**config.mk**
```make
export PLATFORM = sky130hd
export DESIGN_NAME = gps_cfg_regs
export DESIGN_NICKNAME = d
export VERILOG_FILES = /design/src/rtl/gps_pkg.sv /design/src/rtl/gps_cfg_regs.sv
export SDC_FILE = /design/constraint.sdc
export NUM_CORES = 1
export LEC_CHECK = 0
export BUFFER_PORTS_ARGS = -buffer_cell sky130_fd_sc_hd__clkbuf_2
export CAP_MARGIN = 20
export CORE_MARGIN = 2
export CORE_UTILIZATION = 45
export CTS_CLUSTER_DIAMETER = 50
export DETAILED_ROUTE_END_ITERATION = 10
export PLACE_DENSITY = 0.83
export SETUP_SLACK_MARGIN = 0.4
export SYNTH_ARGS = -nofsm -noshare
export SYNTH_HDL_FRONTEND = slang
export SYNTH_SLANG_ARGS = --single-unit
```
**constraint.sdc**
```tcl
create_clock -name clk -period 1.9 [get_ports clk]
set_clock_uncertainty 0.05 [all_clocks]
set_input_delay 0.38 -clock clk [delete_from_list [all_inputs] [get_ports clk]]
set_output_delay 0.38 -clock clk [all_outputs]
set_load 0.02 [all_outputs]
```
**src/rtl/gps_pkg.sv**
```systemverilog
// Shared constants, register codes and stage types for the grid point snap block.
// No dependencies; every module of the block imports this package.
package gps_pkg;

  localparam int COORD_W    = 32;
  localparam int FRAC_BITS  = 16;
  localparam int SIZE_W     = 31;
  localparam int INV_W      = 33;
  localparam int INV_FRAC   = 32;
  localparam int SCALE      = FRAC_BITS + INV_FRAC;
  localparam int DIFF_W     = COORD_W + 1;
  localparam int PROD_W     = DIFF_W + INV_W + 1;
  localparam int IDX_W      = PROD_W + 1 - SCALE;
  localparam int K_W        = IDX_W + 3;
  localparam int V_W        = K_W + SIZE_W + 1;
  localparam int SUM_W      = V_W + 2;
  localparam int CFG_IDX_W  = 3;
  localparam int CFG_DATA_W = INV_W;
  localparam int PIPE_DEPTH = 6;

  localparam logic [CFG_IDX_W-1:0] CFG_ENABLED   = 3'd0;
  localparam logic [CFG_IDX_W-1:0] CFG_SHAPE     = 3'd1;
  localparam logic [CFG_IDX_W-1:0] CFG_CELL_SIZE = 3'd2;
  localparam logic [CFG_IDX_W-1:0] CFG_ROW_PITCH = 3'd3;
  localparam logic [CFG_IDX_W-1:0] CFG_INV_SIZE  = 3'd4;
  localparam logic [CFG_IDX_W-1:0] CFG_INV_PITCH = 3'd5;
  localparam logic [CFG_IDX_W-1:0] CFG_ORIGIN_X  = 3'd6;
  localparam logic [CFG_IDX_W-1:0] CFG_ORIGIN_Y  = 3'd7;

  localparam logic [1:0] SHAPE_SQUARE = 2'd0;
  localparam logic [1:0] SHAPE_ROWS   = 2'd1;
  localparam logic [1:0] SHAPE_COLS   = 2'd2;
  localparam logic [1:0] SHAPE_UNUSED = 2'd3;

  typedef struct packed {
    logic                      enabled;
    logic [1:0]                shape;
    logic [SIZE_W-1:0]         cell_size;
    logic [SIZE_W-1:0]         row_pitch;
    logic [INV_W-1:0]          inv_cell_size;
    logic [INV_W-1:0]          inv_row_pitch;
    logic signed [COORD_W-1:0] origin_x;
    logic signed [COORD_W-1:0] origin_y;
  } gps_cfg_t;

  // Scaled offsets leaving the multiply section.
  typedef struct packed {
    logic                      valid;
    logic signed [COORD_W-1:0] px;
    logic signed [COORD_W-1:0] py;
    logic signed [PROD_W-1:0]  qx;
    logic signed [PROD_W-1:0]  qy;
  } gps_prod_t;

  // Lattice multipliers leaving the index section.
  typedef struct packed {
    logic                      valid;
    logic signed [COORD_W-1:0] px;
    logic signed [COORD_W-1:0] py;
    logic signed [K_W-1:0]     kx;
    logic signed [K_W-1:0]     ky;
  } gps_idx_t;

endpackage

```
**src/rtl/gps_cfg_regs.sv**
```systemverilog
// Configuration register file of the grid point snap block.
// Depends on gps_pkg for register codes and the configuration struct.
module gps_cfg_regs (
  input  logic                             clk,
  input  logic                             rst,
  input  logic                             cfg_valid,
  output logic                             cfg_ready,
  input  logic [gps_pkg::CFG_IDX_W-1:0]    cfg_index,
  input  logic [gps_pkg::CFG_DATA_W-1:0]   cfg_data,
  output gps_pkg::gps_cfg_t                cfg
);
  import gps_pkg::*;

  gps_cfg_t regs;

  assign cfg_ready = ~rst;
  assign cfg      = regs;

  always_ff @(posedge clk) begin
    if (rst) begin
      regs.enabled       <= 1'b0;
      regs.shape         <= SHAPE_SQUARE;
      regs.cell_size     <= 31'd65536;
      regs.row_pitch     <= 31'd56756;
      regs.inv_cell_size <= 33'd4294967296;
      regs.inv_row_pitch <= 33'd4959401045;
      regs.origin_x      <= '0;
      regs.origin_y      <= '0;
    end else if (cfg_valid && cfg_ready) begin
      unique case (cfg_index)
        CFG_ENABLED:   regs.enabled       <= cfg_data[0];
        CFG_SHAPE:     regs.shape         <= cfg_data[1:0];
        CFG_CELL_SIZE: regs.cell_size     <= cfg_data[SIZE_W-1:0];
        CFG_ROW_PITCH: regs.row_pitch     <= cfg_data[SIZE_W-1:0];
        CFG_INV_SIZE:  regs.inv_cell_size <= cfg_data[INV_W-1:0];
        CFG_INV_PITCH: regs.inv_row_pitch <= cfg_data[INV_W-1:0];
        CFG_ORIGIN_X:  regs.origin_x      <= $signed(cfg_data[COORD_W-1:0]);
        CFG_ORIGIN_Y:  regs.origin_y      <= $signed(cfg_data[COORD_W-1:0]);
        default: ;
      endcase
    end
  end

endmodule

```
==> run summary <==
Outcome - finished clean
Maximum vdd drop - 638.7 uV
Post-CTS Hold Buffers - 0
# IOs - 235
R2r endpoint - cfg[129]
Power Internal - 6.706 mW
Core area - 0.01647 sq mm
Count leader, synth - dfxtp_1
CP endpoint kind - primary output
CP Max Fanout - 2
Routed wire length - 25720 microns
DRT Pass-1 Iters - 6
Clk pwr share - 44.1%
Post-route setup slack - 0.4909 ns
Initial drt markers - 994
Critical path, cell by cell - clkbuf_2
P_sw - 2.221 mW
Worst slew pin tran - 0.6656 ns
Ant. Diodes - 0
Slowest cell on the critical path - dfxtp_1
Routed len/inst - 19.81 microns
ANT nets after route - 0
DRC - 0
Post-route minimum period - 1.409 ns
Crit path capture - cfg[126]
Overall routing resource usage - 28.33%
FILL cells - 1516
Combinational share of power - 8.8%
Global route overflow - 0
Clock sinks - 195
Max-slew violation count - 0
Largest stage delay on the critical path - 0.36 ns
FF-to-FF setup slack - 1.15 ns
Synth Net Count - 932
Initial core utilization - 45.74%
CP Data Arrival Time - 0.98 ns
Buffers on Ports - 234
Final setup TNS - 0 ns
CTS resizes - 0
Synth cell count leaders - dfxtp_1, nand3_1, o211ai_1
Area Growth Syn to Fin - 25.02%
Critical path type - reg2out
Pwr Density - 948.0 mW/mm^2
Post-DP HPWL - 16470 microns
Cell taking the most area after synthesis - dfxtp_1
Sw frac - 24.88%
Final Net Count - 1104
Synth Register Bits - 195
Max reg flops - 195
H-tree levels - 4
Final setup vio count - 0
Clock root cell - clkbuf_16
RSZ-0062 raised after global routing - no
Post-synthesis sequential area ratio - 51.83%
LEAKAGE - 4.129 nW
Critical Path Start - cfg[126]
Yosys top cell area share - 51.83%
Post-Synthesis Cells - 893
Synth cell types - 29
R2R Path Start - cfg[129]
Clock Path Buffers - 2
Kind of cell adding the most delay to the critical path - flip-flops
Critical Path RT - 1.47 ns
Die X - 133.4 microns
Die outline height - 133.4 microns
Worst slew margin - 55.63%
Synth Flop Type - dfxtp_1
Sequential power share - 47.1%
Startpoint Class - flip-flop
Rows - 47
Routability cong. - 0.7893
Vias per inst - 5.822
Number of flops mapped to enable cells by yosys - 0
Final Cycle Share - 74.16%
Antenna violations before repair - 0
Vias in the first global route - 6712
Max Freq - 0.7097 GHz
R2r worst-path depth - 2
First-pass GRT wire length - 38940 microns
Clk slew on worst S/H paths - 0.08 ns
Async S/R FF share, synth - 0%
Layout cells sized above 1 - 27.37%
Worst slack at placement - 0.1787 ns
Mapped Avg Cell Area - 8.435 sq um
Die area - 0.01779 sq mm
Synthesized area - 0.007532 sq mm
Yosys Warn Count - 0
Synth area leaders - dfxtp_1, nand3_1, o211ai_1
Clock buffers created by TritonCTS - 17
Final hold violation count - 0
Via count - 7557
Setup Buffers After CTS - 0
Largest net degree at the start of global routing - 95
Worst path depth - 1
CTS tree - yes
Number of max-cap violations - 0
Critical path buffer and inverter count - 1
Hold WC Path Type - in2reg
Clk_lat worst skew - 0.43 ns
-- routing by layer --
| layer | wire length [microns] | vias up | track usage, % |
|---|---|---|---|
| li1 | - | 3527 | - |
| met5 | 0 | - | 0 |
| met4 | 816 | 0 | 11.64 |
| met2 | 11760 | 420 | 43.93 |
| met3 | 2668 | 49 | 7.306 |
| met1 | 10470 | 3561 | 37.77 |
-- through the flow --
stage,util [%],instance area [sq um],hold slack [ns],power (mW),cells
after floorplan,-,7532,0.4530,4.733,893
after global placement,53.31,8778,0.4095,5.067,1266
after detailed placement,53.31,8778,0.4178,5.074,1266
after CTS,57.19,9417,0.1476,8.966,1298
after global routing,57.19,9417,0.1845,9.203,1298
final,57.19,9417,0.1660,8.927,1298
-- area by class of cell --
class	instances	area, sq um	share of cell area (%)
multi-input combinational	591	3118	33.11
sequential	195	3904	41.46
inverter	4	15.01	0.1594
clock inverter	12	201.4	2.139
timing repair buffer	256	1466	15.57
clock buffer	20	436.7	4.637
tap	220	275.3	2.923
-- layout by cell type (no fill, tap or decap), drive strengths merged, types with 2 or more instances in the layout --
cell type  synthesis  layout
a211oi             2       2
a21oi             94      94
a31oi              2       2
and3b              2       2
buf               61      24
bufinv             0       5
clkbuf            42     252
clkinv             0       2
clkinvlp           0       2
dfxtp            195     195
inv                4       7
mux2i              3       3
nand2             96      96
nand3            162     162
nand3b             2       2
nor2              31      31
nor3              27      27
o211ai            96      96
o21ai             69      69
-- power groups by stage --
| stage | Sequential [mW] | Combinational, mW | Clock (mW) |
|---|---|---|---|
| after floorplan | 4.39 | 0.347 | 0 |
| final | 4.21 | 0.786 | 3.94 |
| after CTS | 4.20 | 0.778 | 3.98 |
| after global routing | 4.21 | 0.831 | 4.16 |
| after global placement | 4.29 | 0.772 | 0 |
| after detailed placement | 4.30 | 0.776 | 0 |
-- worst min path at each step --
stage / start / end / slack (ns) / depth (start not counted)
after floorplan: cfg_data[3] / cfg[100] / 0.45 / 2
after global placement: cfg[9] / cfg[9] / 0.41 / 2
after detailed placement: cfg[13] / cfg[13] / 0.42 / 2
after CTS: cfg_data[32] / cfg[129] / 0.15 / 3
after global routing: cfg_data[32] / cfg[129] / 0.18 / 3
final: cfg_data[32] / cfg[129] / 0.17 / 3
-- cells by family after synthesis --
family / synth area share, %
flops: 51.83
simple gates: 20.03
compound gates: 20.76
buf+inv: 6.977
mux: 0.3987
-- tightest hold or removal path: cells and delay by family --
family,cells,cell delay (ns)
buffers and inverters,2,0.15
AO/OA/AOI/OAI,1,0.06
No activity file was read; power rests on OpenSTA's default activity.
