--- src/rtl/gps_pkg.sv ---
// Shared constants, register codes and stage types for the grid point snap block.
// No dependencies; every module of the block imports this package.
package gps_pkg;

  localparam int COORD_W    = 32;
  localparam int FRAC_BITS  = 16;
  localparam int SIZE_W     = 31;
  localparam int INV_W      = 33;
  localparam int INV_FRAC   = 32;
  localparam int SCALE      = FRAC_BITS + INV_FRAC;
  localparam int DIFF_W     = COORD_W + 1;
  localparam int PROD_W     = DIFF_W + INV_W + 1;
  localparam int IDX_W      = PROD_W + 1 - SCALE;
  localparam int K_W        = IDX_W + 3;
  localparam int V_W        = K_W + SIZE_W + 1;
  localparam int SUM_W      = V_W + 2;
  localparam int CFG_IDX_W  = 3;
  localparam int CFG_DATA_W = INV_W;
  localparam int PIPE_DEPTH = 6;

  localparam logic [CFG_IDX_W-1:0] CFG_ENABLED   = 3'd0;
  localparam logic [CFG_IDX_W-1:0] CFG_SHAPE     = 3'd1;
  localparam logic [CFG_IDX_W-1:0] CFG_CELL_SIZE = 3'd2;
  localparam logic [CFG_IDX_W-1:0] CFG_ROW_PITCH = 3'd3;
  localparam logic [CFG_IDX_W-1:0] CFG_INV_SIZE  = 3'd4;
  localparam logic [CFG_IDX_W-1:0] CFG_INV_PITCH = 3'd5;
  localparam logic [CFG_IDX_W-1:0] CFG_ORIGIN_X  = 3'd6;
  localparam logic [CFG_IDX_W-1:0] CFG_ORIGIN_Y  = 3'd7;

  localparam logic [1:0] SHAPE_SQUARE = 2'd0;
  localparam logic [1:0] SHAPE_ROWS   = 2'd1;
  localparam logic [1:0] SHAPE_COLS   = 2'd2;
  localparam logic [1:0] SHAPE_UNUSED = 2'd3;

  typedef struct packed {
    logic                      enabled;
    logic [1:0]                shape;
    logic [SIZE_W-1:0]         cell_size;
    logic [SIZE_W-1:0]         row_pitch;
    logic [INV_W-1:0]          inv_cell_size;
    logic [INV_W-1:0]          inv_row_pitch;
    logic signed [COORD_W-1:0] origin_x;
    logic signed [COORD_W-1:0] origin_y;
  } gps_cfg_t;

  // Scaled offsets leaving the multiply section.
  typedef struct packed {
    logic                      valid;
    logic signed [COORD_W-1:0] px;
    logic signed [COORD_W-1:0] py;
    logic signed [PROD_W-1:0]  qx;
    logic signed [PROD_W-1:0]  qy;
  } gps_prod_t;

  // Lattice multipliers leaving the index section.
  typedef struct packed {
    logic                      valid;
    logic signed [COORD_W-1:0] px;
    logic signed [COORD_W-1:0] py;
    logic signed [K_W-1:0]     kx;
    logic signed [K_W-1:0]     ky;
  } gps_idx_t;

endpackage

--- src/rtl/gps_back.sv ---
// Back section: scales the lattice multipliers by the spacing, adds the origin,
// clamps to the coordinate range and drives the result. Depends on gps_pkg.
module gps_back (
  input  logic                              clk,
  input  logic                              rst,
  input  gps_pkg::gps_cfg_t                 cfg,
  input  gps_pkg::gps_idx_t                 idx,
  output logic                              done,
  output logic signed [gps_pkg::COORD_W-1:0] snapped_x,
  output logic signed [gps_pkg::COORD_W-1:0] snapped_y,
  output logic                              saturated
);
  import gps_pkg::*;

  logic [SIZE_W-1:0] space_x, space_y;
  logic              minor_x, minor_y, snap;

  logic                      s5_valid;
  logic signed [COORD_W-1:0] s5_px, s5_py;
  logic signed [V_W-1:0]     s5_vx, s5_vy;

  logic [COORD_W:0] fin_x, fin_y;

  // Returns {clamped, coordinate}. A minor axis holds cell_size * (2m + r),
  // which is halved with the half rounded up after adding twice the origin.
  function automatic logic [COORD_W:0] finish(input logic signed [V_W-1:0] v,
                                              input logic signed [COORD_W-1:0] o,
                                              input logic minor);
    logic signed [SUM_W-1:0] tot;
    logic signed [SUM_W-1:0] res;
    logic                    fits;
    tot = SUM_W'(v) + (SUM_W'(o) <<< 1) + SUM_W'(1);
    if (minor) begin
      res = tot >>> 1;
    end else begin
      res = SUM_W'(v) + SUM_W'(o);
    end
    fits = (res[SUM_W-1:COORD_W-1] == '0) || (res[SUM_W-1:COORD_W-1] == '1);
    if (fits) begin
      return {1'b0, res[COORD_W-1:0]};
    end else if (res[SUM_W-1]) begin
      return {1'b1, 1'b1, {(COORD_W - 1){1'b0}}};
    end else begin
      return {1'b1, 1'b0, {(COORD_W - 1){1'b1}}};
    end
  endfunction

  assign space_x = (cfg.shape == SHAPE_COLS) ? cfg.row_pitch : cfg.cell_size;
  assign space_y = (cfg.shape == SHAPE_ROWS) ? cfg.row_pitch : cfg.cell_size;
  assign minor_x = (cfg.shape == SHAPE_ROWS);
  assign minor_y = (cfg.shape == SHAPE_COLS);
  assign snap    = cfg.enabled && (cfg.shape != SHAPE_UNUSED);

  assign fin_x = finish(s5_vx, cfg.origin_x, minor_x);
  assign fin_y = finish(s5_vy, cfg.origin_y, minor_y);

  always_ff @(posedge clk) begin
    if (rst) begin
      s5_valid <= 1'b0;
      done     <= 1'b0;
    end else begin
      s5_valid <= idx.valid;
      done     <= s5_valid;
    end
  end

  always_ff @(posedge clk) begin
    s5_px <= idx.px;
    s5_py <= idx.py;
    s5_vx <= V_W'(idx.kx) * V_W'($signed({1'b0, space_x}));
    s5_vy <= V_W'(idx.ky) * V_W'($signed({1'b0, space_y}));
    if (snap) begin
      snapped_x <= $signed(fin_x[COORD_W-1:0]);
      snapped_y <= $signed(fin_y[COORD_W-1:0]);
      saturated <= fin_x[COORD_W] | fin_y[COORD_W];
    end else begin
      snapped_x <= s5_px;
      snapped_y <= s5_py;
      saturated <= 1'b0;
    end
  end

endmodule

--- config.mk ---
export PLATFORM = sky130hd
export DESIGN_NAME = gps_back
export DESIGN_NICKNAME = d
export VERILOG_FILES = /design/src/rtl/gps_pkg.sv /design/src/rtl/gps_back.sv
export SDC_FILE = /design/constraint.sdc
export NUM_CORES = 2
export LEC_CHECK = 0
export ABC_AREA = 1
export ABC_CLOCK_PERIOD_IN_PS = 12030
export BUFFER_PORTS_ARGS = -buffer_cell sky130_fd_sc_hd__buf_2
export CORE_MARGIN = 2
export CORE_UTILIZATION = 40
export CTS_BUF_LIST = sky130_fd_sc_hd__clkbuf_8
export DETAILED_ROUTE_END_ITERATION = 16
export GPL_ROUTABILITY_DRIVEN = 1
export PLACE_DENSITY = 0.56
export SYNTH_ARGS = -nofsm -noshare
export SYNTH_HDL_FRONTEND = slang
export SYNTH_SLANG_ARGS = --single-unit
--- constraint.sdc ---
create_clock -name clk -period 12.03 [get_ports clk]
set_input_delay 0.6015 -clock clk [delete_from_list [all_inputs] [get_ports clk]]
set_output_delay 0.6015 -clock clk [all_outputs]
set_load 0.05 [all_outputs]
==> results.cfg <==
[placement]
dp_hpwl_mm = 236
numPortBuffers = 307
gp_congestion = 1.02

[global_route]
use_met1 = 0.422
grt_use_met3 = 0.0513
grt_max_degree = 79
grt_antenna_before_repair = 12
grt_overflow = 0
use_met2 = 0.494
grt_pass1_wl_mm = 421
grt_pass1_vias = 67200
track_usage = 0.312
top_usage_layer = met2

[floorplan]
start_util = 0.404
std_cell_rows = 154
die-area_sq_um = 182000
core_sq_um = 177000
die_y_microns = 426
die_x_microns = 426
ios = 374

[routing]
avgViaCountPerCell = 5.07
first_pass_iters = 8
drtIter0Drc = 5301
num_vias = 66500
wl_per_cell_microns = 21.7
routed_wl_mm = 284
ant_nets = 0
drc = 0

[yosys]
avgSynthCellArea_sq_um = 6.78
synth_fp_nets = 12700
synthCells = 10500
yosys.area.top_type = fa_1
netlist.area_leader.share = 0.343
netlist_top_cells_area = fa_1, nand2_1, inv_1, ha_1, dfxtp_1
async_flop_share = 0
ys_ff_latch = 241
yosysSeqAreaShare = 0.0676
synth_warnings = 0
synth_edf_count = 0
synth.cell_area_sq_um = 71300
synth_common_cells = nand2_1, inv_1, nor2_1
synth_most_common_cell = nand2_1
ys_types = 49
synth_ff_type = dfxtp_1

[worst_setup_path]
cpPeakStageDelay_ns = 0.57
crit_path_end_kind = flip-flop
crit_path_frequent_cell = inv_1
crit_required_ns = 12.56
path_class = in -> reg
critical_path.slowest_cell = fa_1
worstPathMaxFanout = 38
startpoint_type = input port
arrival_ns = 9.31

[timing]
skew_ns = 0.0601
slew_violations = 0
worstMarginPinSlew_ns = 1.16
holdWs_ns = 0.0562
fmax_mhz = 114
setup_violations = 0
timing.setup.tns_ns = 0
rsz0062_at_grt = no
slew_headroom = 0.224
hold_viol = 0
period_minus_slack_ns = 8.78
fin_crit_sh = 0.730

[cts]
clkLatencyLatePin_ns = 0.70
postCtsSetupRepairBufs = 0
clk_pin_slew_ns = 0.07
htreeDepth = 2
cts_buffer_depth = 3
cts_tree = built
cts-buffers-inserted = 40
root_buffer = clkbuf_8
numClockSinks = 241

[finish]
register_area_sq_um = 4820
fillers = 18700
syn2layout_area_growth_pct = 7.62
nNetsFinal = 12900
utilization = 0.434
final_layout_size_suffix_gt1_frac = 0.0491
multi_input_area_sq_um = 55200

[run]
drv_cap = 0

[run_status]
status = finished clean

[worst_hold_path]
min_path_type = in -> reg
[path summary, 6_finish.rpt]
check / start / endpoint / slack (ns) / cells after the start
worst max register to register: s5_vy[7] / snapped_y[1] / 7.71 / 19
worst min-delay path: idx[104] / s5_px[26] / 0.06 / 1
worst min register to register: s5_valid / done / 0.41 / 2
worst max-delay path: cfg[193] / s5_vx[54] / 3.25 / 34
[layout make-up]
class / count / area share
flip-flops and latches: 241 / 0.0628
multi-input cells: 7289 / 0.720
inverters: 2709 / 0.132
clock inverters: 26 / 0.00258
clock buffers: 46 / 0.00825
repair buffers: 450 / 0.0359
diodes: 5 / 0.000163
well taps: 2340 / 0.0381
[worst max-delay path, delay by kind of cell]
family                   cells  cell delay (ns)
buffers and inverters       12             2.18
adder cells (fa/ha/maj)      8             3.95
AND/OR/NAND/NOR              6             0.62
AO/OA/AOI/OAI                7             1.70
XOR/XNOR                     1             0.15
[repair_timing]
item,in CTS,in global routing
hold buffers,52,0
resized for setup,0,0
endpoints found under the setup margin,0,0
endpoints found under the hold margin,52,0
[logic make-up (layout without fill, tap and decap cells)]
kind of cell,after synthesis,count (layout),synth area share
buffers and inverters,2992,3231,0.158
adders and majority gates,1820,1820,0.448
xor gates and xnor gates,154,154,0.0189
DFF,241,241,0.0676
AOI/OAI and AO/OA,665,665,0.0515
other,0,5,0
and+or+nand+nor,4648,4648,0.255
muxes,2,2,0.000281
[stage by stage]
| step | setup slack [ns] | instances | cell area, sq um |
|---|---|---|---|
| global route | 2.70 | 13100 | 76800 |
| finish | 3.25 | 13100 | 76800 |
| floorplan | 4.31 | 10500 | 71300 |
| CTS | 3.28 | 13100 | 76800 |
| global placement | 2.57 | 13000 | 75400 |
| detailed placement | 2.58 | 13000 | 75400 |
[metal layers]
layer / routed length, microns / up-vias / share of wire
li1: - / 31000 / -
met1: 122000 / 32200 / 0.43
met2: 125000 / 2692 / 0.44
met3: 23400 / 498 / 0.082
met4: 13800 / 2 / 0.048
met5: 5 / - / 0.000018
[flip-flops by register name (all words and copies together), names as in the netlist]
signal	cells
s5_vx	55
snapped_y	32
s5_py	32
saturated	1
snapped_x	32
done	1
s5_valid	1
s5_vy	55
s5_px	32
[placed cells by master (no fill, tap or decap), types with 6 or more instances in the layout]
| master | instances |
|---|---|
| nor4_1 | 6 |
| nand3_1 | 296 |
| clkinvlp_4 | 7 |
| xor2_1 | 99 |
| o21ai_2 | 6 |
| ha_1 | 598 |
| o2bb2ai_1 | 8 |
| o21bai_1 | 14 |
| o21a_1 | 16 |
| clkbuf_8 | 46 |
| dfxtp_1 | 241 |
| a21o_1 | 15 |
| inv_2 | 7 |
| nand4_1 | 60 |
| o21ai_0 | 124 |
| dlygate4sd3_1 | 52 |
| nor2_2 | 26 |
| xnor2_1 | 55 |
| a21oi_1 | 332 |
| a21boi_0 | 7 |
| nand2_1 | 2951 |
| o211ai_1 | 10 |
| clkinv_1 | 26 |
| o31ai_1 | 7 |
| buf_2 | 307 |
| a31o_2 | 7 |
| buf_4 | 90 |
| nand3b_1 | 11 |
| nor2_1 | 1238 |
| fa_1 | 1222 |
| a31oi_1 | 50 |
| nor3_1 | 35 |
| or2_2 | 7 |
| inv_1 | 2684 |
| o21ai_1 | 53 |
Power is left out: the tool's default activity adds up to more than one toggle a clock period on the data nets, which glitch-free logic cannot reach.
