==> src/rtl/gps_pkg.sv <==
// Shared constants, register codes and stage types for the grid point snap block.
// No dependencies; every module of the block imports this package.
package gps_pkg;

  localparam int COORD_W    = 32;
  localparam int FRAC_BITS  = 16;
  localparam int SIZE_W     = 31;
  localparam int INV_W      = 33;
  localparam int INV_FRAC   = 32;
  localparam int SCALE      = FRAC_BITS + INV_FRAC;
  localparam int DIFF_W     = COORD_W + 1;
  localparam int PROD_W     = DIFF_W + INV_W + 1;
  localparam int IDX_W      = PROD_W + 1 - SCALE;
  localparam int K_W        = IDX_W + 3;
  localparam int V_W        = K_W + SIZE_W + 1;
  localparam int SUM_W      = V_W + 2;
  localparam int CFG_IDX_W  = 3;
  localparam int CFG_DATA_W = INV_W;
  localparam int PIPE_DEPTH = 6;

  localparam logic [CFG_IDX_W-1:0] CFG_ENABLED   = 3'd0;
  localparam logic [CFG_IDX_W-1:0] CFG_SHAPE     = 3'd1;
  localparam logic [CFG_IDX_W-1:0] CFG_CELL_SIZE = 3'd2;
  localparam logic [CFG_IDX_W-1:0] CFG_ROW_PITCH = 3'd3;
  localparam logic [CFG_IDX_W-1:0] CFG_INV_SIZE  = 3'd4;
  localparam logic [CFG_IDX_W-1:0] CFG_INV_PITCH = 3'd5;
  localparam logic [CFG_IDX_W-1:0] CFG_ORIGIN_X  = 3'd6;
  localparam logic [CFG_IDX_W-1:0] CFG_ORIGIN_Y  = 3'd7;

  localparam logic [1:0] SHAPE_SQUARE = 2'd0;
  localparam logic [1:0] SHAPE_ROWS   = 2'd1;
  localparam logic [1:0] SHAPE_COLS   = 2'd2;
  localparam logic [1:0] SHAPE_UNUSED = 2'd3;

  typedef struct packed {
    logic                      enabled;
    logic [1:0]                shape;
    logic [SIZE_W-1:0]         cell_size;
    logic [SIZE_W-1:0]         row_pitch;
    logic [INV_W-1:0]          inv_cell_size;
    logic [INV_W-1:0]          inv_row_pitch;
    logic signed [COORD_W-1:0] origin_x;
    logic signed [COORD_W-1:0] origin_y;
  } gps_cfg_t;

  // Scaled offsets leaving the multiply section.
  typedef struct packed {
    logic                      valid;
    logic signed [COORD_W-1:0] px;
    logic signed [COORD_W-1:0] py;
    logic signed [PROD_W-1:0]  qx;
    logic signed [PROD_W-1:0]  qy;
  } gps_prod_t;

  // Lattice multipliers leaving the index section.
  typedef struct packed {
    logic                      valid;
    logic signed [COORD_W-1:0] px;
    logic signed [COORD_W-1:0] py;
    logic signed [K_W-1:0]     kx;
    logic signed [K_W-1:0]     ky;
  } gps_idx_t;

endpackage

==> src/rtl/gps_index.sv <==
// Index section: rounds the scaled offsets to lattice indices and forms the
// multiplier of each axis' spacing. Depends on gps_pkg; two register stages.
module gps_index (
  input  logic               clk,
  input  logic               rst,
  input  gps_pkg::gps_cfg_t  cfg,
  input  gps_pkg::gps_prod_t prod,
  output gps_pkg::gps_idx_t  idx
);
  import gps_pkg::*;

  localparam logic [PROD_W:0] RND = (PROD_W + 1)'(1) << (SCALE - 1);

  logic [PROD_W:0] sum_x, sum_y;

  logic                      s3_valid;
  logic signed [COORD_W-1:0] s3_px, s3_py;
  logic signed [IDX_W-1:0]   s3_ax, s3_ay;
  logic                      s3_lowx, s3_lowy;

  logic                      s4_valid;
  logic signed [COORD_W-1:0] s4_px, s4_py;
  logic signed [K_W-1:0]     s4_kx, s4_ky;

  logic signed [K_W-1:0]     kx_next, ky_next;

  // Minor index m = a_min - floor(r/2), less one when r is odd and the
  // rounded fraction of the minor axis sits below one half. Returns 2m + r.
  function automatic logic signed [K_W-1:0] minor_k(input logic signed [IDX_W-1:0] a_min,
                                                    input logic signed [IDX_W-1:0] a_maj,
                                                    input logic low);
    logic signed [K_W-1:0] m;
    m = K_W'(a_min) - K_W'(a_maj >>> 1) - K_W'({1'b0, a_maj[0] & low});
    return (m <<< 1) + K_W'(a_maj);
  endfunction

  assign sum_x = (PROD_W + 1)'(prod.qx) + RND;
  assign sum_y = (PROD_W + 1)'(prod.qy) + RND;

  always_comb begin
    case (cfg.shape)
      SHAPE_ROWS: begin
        kx_next = minor_k(s3_ax, s3_ay, s3_lowx);
        ky_next = K_W'(s3_ay);
      end
      SHAPE_COLS: begin
        kx_next = K_W'(s3_ax);
        ky_next = minor_k(s3_ay, s3_ax, s3_lowy);
      end
      default: begin
        kx_next = K_W'(s3_ax);
        ky_next = K_W'(s3_ay);
      end
    endcase
  end

  always_ff @(posedge clk) begin
    if (rst) begin
      s3_valid <= 1'b0;
      s4_valid <= 1'b0;
    end else begin
      s3_valid <= prod.valid;
      s4_valid <= s3_valid;
    end
  end

  always_ff @(posedge clk) begin
    s3_px   <= prod.px;
    s3_py   <= prod.py;
    s3_ax   <= $signed(sum_x[PROD_W:SCALE]);
    s3_ay   <= $signed(sum_y[PROD_W:SCALE]);
    s3_lowx <= ~sum_x[SCALE-1];
    s3_lowy <= ~sum_y[SCALE-1];
    s4_px   <= s3_px;
    s4_py   <= s3_py;
    s4_kx   <= kx_next;
    s4_ky   <= ky_next;
  end

  assign idx = '{valid: s4_valid, px: s4_px, py: s4_py, kx: s4_kx, ky: s4_ky};

endmodule

==> config.mk <==
export PLATFORM = sky130hd
export DESIGN_NAME = gps_index
export DESIGN_NICKNAME = d
export VERILOG_FILES = /design/src/rtl/gps_pkg.sv /design/src/rtl/gps_index.sv
export SDC_FILE = /design/constraint.sdc
export NUM_CORES = 1
export LEC_CHECK = 0
export BUFFER_PORTS_ARGS = -buffer_cell sky130_fd_sc_hd__buf_2
export CAP_MARGIN = 20
export CORE_AREA = 8 8 190 192
export CTS_BUF_LIST = sky130_fd_sc_hd__clkbuf_8 sky130_fd_sc_hd__clkbuf_16
export CTS_CLUSTER_DIAMETER = 80
export CTS_CLUSTER_SIZE = 16
export DETAILED_ROUTE_END_ITERATION = 12
export DIE_AREA = 0 0 198 200
export GPL_ROUTABILITY_DRIVEN = 0
export GPL_TIMING_DRIVEN = 0
export HOLD_SLACK_MARGIN = 0.1
export PLACE_DENSITY_LB_ADDON = 0.05
export SYNTH_ARGS = -nofsm -noshare
export SYNTH_HDL_FRONTEND = slang
export SYNTH_SLANG_ARGS = --single-unit
export TNS_END_PERCENT = 5
==> constraint.sdc <==
create_clock -name clk -period 13.1 [get_ports clk]
set_input_delay 1.31 -clock clk [delete_from_list [all_inputs] [get_ports clk]]
set_output_delay 1.31 -clock clk [all_outputs]
set_load 0.03 [all_outputs]
==> results.rst <==
.. list-table::
   :header-rows: 1

   * - Metric
     - Value
   * - Result of the run
     - finished clean
   * - Number of enable-type register cells in the synthesized netlist
     - 0
   * - Worst IR drop on VDD
     - 71.0 uV
   * - Antenna-violating nets left
     - 0
   * - Total of endpoints with negative setup slack in the final report
     - 0
   * - Clk Latency, worst-skew pair
     - 500 ps
   * - Number of nets in the synthesized netlist
     - 1,624
   * - #FFs+latches synth
     - 218
   * - Source of the worst register-to-register timing path
     - s3_ax[1]
   * - Initial DRC Count
     - 240
   * - Cell at the slowest stage of the critical path
     - sky130_fd_sc_hd__fa_1
   * - H-tree level count
     - 1
   * - Placed wire-length estimate after detailed placement
     - 24,500 um
   * - Die Y-Extent
     - 200 um
   * - Most used cell along the critical path
     - sky130_fd_sc_hd__inv_1
   * - CTS max path bufs
     - 3
   * - Switching component of the power
     - 738 uW
   * - Type of the worst setup path
     - register to register
   * - Maximum number of pins on one net before global-route repair
     - 17
   * - Total length of routed wires
     - 28,900 um
   * - Fraction of final layout cells sized beyond drive strength 1
     - 18.9%
   * - Fin nets
     - 1,863
   * - Post-Place Cells
     - 1,765
   * - Clk pin slew, worst setup/hold paths
     - 70 ps
   * - Starting density of the core
     - 31.1%
   * - Synth warn
     - 0
   * - Critical path peak fanout
     - 5
   * - Post-route cell area
     - 12,500 um^2
   * - Power consumption
     - 2060 uW
   * - Post-cts gate resize count
     - 0
   * - Leakage power
     - 0.00599 uW
   * - Number of non-filler instances in the completed layout
     - 1,789
   * - Setup TNS
     - 0 ps
   * - Path depth of the worst reg2reg path
     - 21
   * - Clock tree from TritonCTS
     - yes
   * - Global-route wire length before repair
     - 44,600 um
   * - Period Utilization, post-route
     - 38.9%
   * - Fill cell instance count of the final layout
     - 3,453
   * - Clock tree skew after final layout
     - 18.7 ps
   * - Kind of start point of the critical path
     - register
   * - Power density relative to cell area
     - 165 nW/um^2
   * - Setup crit end kind
     - register
   * - CTS Hold Bufs
     - 0
   * - Uppermost layer routed
     - met4
   * - Antenna Diode Count
     - 0
   * - Cell internal pwr
     - 1320 uW
   * - Max frequency
     - 196 MHz
   * - Average wire per standard cell
     - 16.2 um
   * - Post-route DRC violation count
     - 0
   * - Total of max-cap violations
     - 0
   * - Number of sinks driven by the clock tree
     - 218
   * - Switching share of power
     - 35.8%
   * - Multi-input logic area
     - 5380 um^2
   * - Worst setup startpoint
     - s3_ax[1]
   * - Vias in the first global route
     - 8,247
   * - Number of buffers added by the clock tree synthesis step
     - 18
   * - Routed length on met2
     - 11,800 um
   * - First-pass iteration count of the detailed router
     - 4
   * - GRT Residual Overflow
     - 0
   * - Final hold violations
     - 0
   * - Worst Max-Slew Pin Slew
     - 776 ps
   * - Placeable core region
     - 33,100 um^2
   * - FF/Latch Area
     - 4360 um^2
   * - Shortest period the worst path allows
     - 5090 ps
   * - Met1 layer wirelength in the final routing
     - 14,500 um
   * - Row cnt
     - 67
   * - Data arrival time of the critical path
     - 5520 ps
   * - Vias per std cell
     - 4.51
   * - Longest individual stage delay on the worst path
     - 580 ps
   * - Worst R2R End
     - s4_ky[22]
   * - Initial antenna violation count
     - 0
   * - Path class of the lowest-slack min-delay path
     - register to register
   * - Required time reported for the critical path endpoint
     - 13,530 ps
   * - All-layer global routing usage
     - 14.3%
   * - Clk Tree Root Cell
     - sky130_fd_sc_hd__clkbuf_16
   * - Top FF cell, synth
     - sky130_fd_sc_hd__dfxtp_1
   * - Number of buffer cells added on primary ports
     - 219
   * - Slew Viols, Final
     - 0
   * - Number of ports placed on the die boundary
     - 507
   * - Endpoint of the worst setup timing path
     - s4_ky[22]
   * - Power share of the sequential group
     - 36.4%
   * - Average cell area after synthesis
     - 9.37 um^2
   * - Die Footprint
     - 39,600 um^2
   * - Post-CTS repair timing setup buffer count
     - 0
   * - P&R area growth vs syn
     - 21.5%
   * - Cell area reported after detailed placement
     - 11,900 um^2
   * - Clock group share of total power
     - 25.4%
   * - Total number of vias
     - 8,076
   * - Sequential-to-total area share from yosys stat
     - 42.4%
   * - Synth Cell Area
     - 10,300 um^2
   * - Fraction of registers with async set/reset
     - 0%
   * - Worst slew margin
     - 48.1%
   * - Setup slack of the most critical reg-to-reg path
     - 8010 ps
   * - Proportion of power drawn by combinational gates
     - 38.2%
   * - Overall die width
     - 198 um
   * - Unrepaired setup endpoints after global routing
     - no
   * - Gate count of the mapped netlist
     - 1,098
   * - Unique masters post-synth
     - 61
   * - List of cells traversed by the critical path
     - inv_1 -> fa_1 -> inv_1 -> ha_1 -> o21ai_0 -> a22oi_1 -> o21a_1 -> a311oi_2 -> a21oi_1 -> a21o_1 -> a21oi_1 -> xnor2_1 -> ha_1 -> inv_1 -> nor3_1 -> a221oi_1 -> o221ai_1 -> a41oi_1 -> nand2_1 -> a21o_1 -> nand3_1
   * - Met3 wire len
     - 1890 um
==> layout by cell type (no fill, tap or decap), drive strengths merged, types with 8 or more instances in the layout <==
| master | count |
|---|---|
| and3 | 9 |
| nand3 | 32 |
| xnor2 | 58 |
| nand2b | 12 |
| o21a | 9 |
| a21oi | 60 |
| nor2b | 13 |
| dfxtp | 218 |
| inv | 136 |
| clkbuf | 30 |
| xor2 | 40 |
| or3 | 8 |
| nand2 | 88 |
| a21o | 27 |
| buf | 220 |
| nand4 | 12 |
| ha | 124 |
| nor3 | 16 |
| o21ai | 77 |
| nor2 | 56 |
==> state kept, by name, indices dropped and copies added (netlist names) <==
name / count
s3_lowx: 1
s4_px: 32
s3_ay: 20
s3_ax: 20
s4_valid: 1
s3_py: 32
s3_px: 32
s4_py: 32
s4_kx: 23
s3_lowy: 1
s4_ky: 23
s3_valid: 1
==> synthesized netlist by cell type (16+ instances only) <==
cell type	instances	share of area, %
sky130_fd_sc_hd__o21ai_0	74	3.6
sky130_fd_sc_hd__ha_1	124	15
sky130_fd_sc_hd__xnor2_1	58	4.9
sky130_fd_sc_hd__nand3_1	32	1.6
sky130_fd_sc_hd__nor3_1	16	0.78
sky130_fd_sc_hd__nor2_1	56	2.0
sky130_fd_sc_hd__a21oi_1	59	2.9
sky130_fd_sc_hd__inv_1	134	4.9
sky130_fd_sc_hd__a21o_1	27	2.0
sky130_fd_sc_hd__xor2_1	40	3.4
sky130_fd_sc_hd__dfxtp_1	218	42
sky130_fd_sc_hd__nand2_1	88	3.2
==> worst min path at each step <==
stage / cells after the start / to / from
floorplan: 0 / s4_px[0] / s3_px[0]
global placement: 0 / s4_px[7] / s3_px[7]
detailed placement: 0 / s4_py[10] / s3_py[10]
CTS: 0 / s4_px[12] / s3_px[12]
global route: 0 / s4_px[31] / s3_px[31]
finish: 0 / s4_px[12] / s3_px[12]
==> per-layer routing <==
layer  track usage [%]  up-vias
met4              4.26        0
li1                  -     4211
met5                 0        -
met1              19.5     3600
met2              22.5      235
met3              2.98       30
==> cell families after synthesis <==
kind of cell | after synthesis | share of synthesized area (%)
simple gates | 268 | 12.5
mux | 2 | 0.195
buf+inv | 144 | 5.29
fa+ha+maj | 130 | 16.2
xor+xnor | 99 | 8.56
compound gates | 237 | 14.8
flops | 218 | 42.4
==> area by class of cell <==
cell class	count	share of cell area, %
plain buffers	10	0.330
flip-flops and latches	218	34.9
inverters	134	4.03
well taps	448	4.49
multi-input cells	736	43.1
clock buffers	21	4.03
clock inverters	3	0.381
repair buffers	219	8.77
==> critical path: cells and delay by family (launching register included) <==
family	cells	cell delay, ps
fa+ha+maj	3	1030
xor+xnor	1	150
compound gates	11	2840
flops	1	460
buf+inv	3	310
simple gates	3	230
==> stage by stage <==
step	utilization (%)	setup slack, ps	hold slack (ps)
3_3_place_gp	36.1	8050	310
4_1_cts	37.7	8040	325
6_report	37.7	8010	314
2_1_floorplan	-	8820	310
3_5_place_dp	36.1	8070	312
5_1_grt	37.7	7510	327
==> power by group through the flow <==
stage	combinational, uW	clock, uW	sequential (uW)
3_5_place_dp	790	0	766
4_1_cts	795	553	752
2_1_floorplan	513	0	840
3_3_place_gp	790	0	766
5_1_grt	892	572	758
6_report	789	524	750
Power figures use the tool's default switching activity.
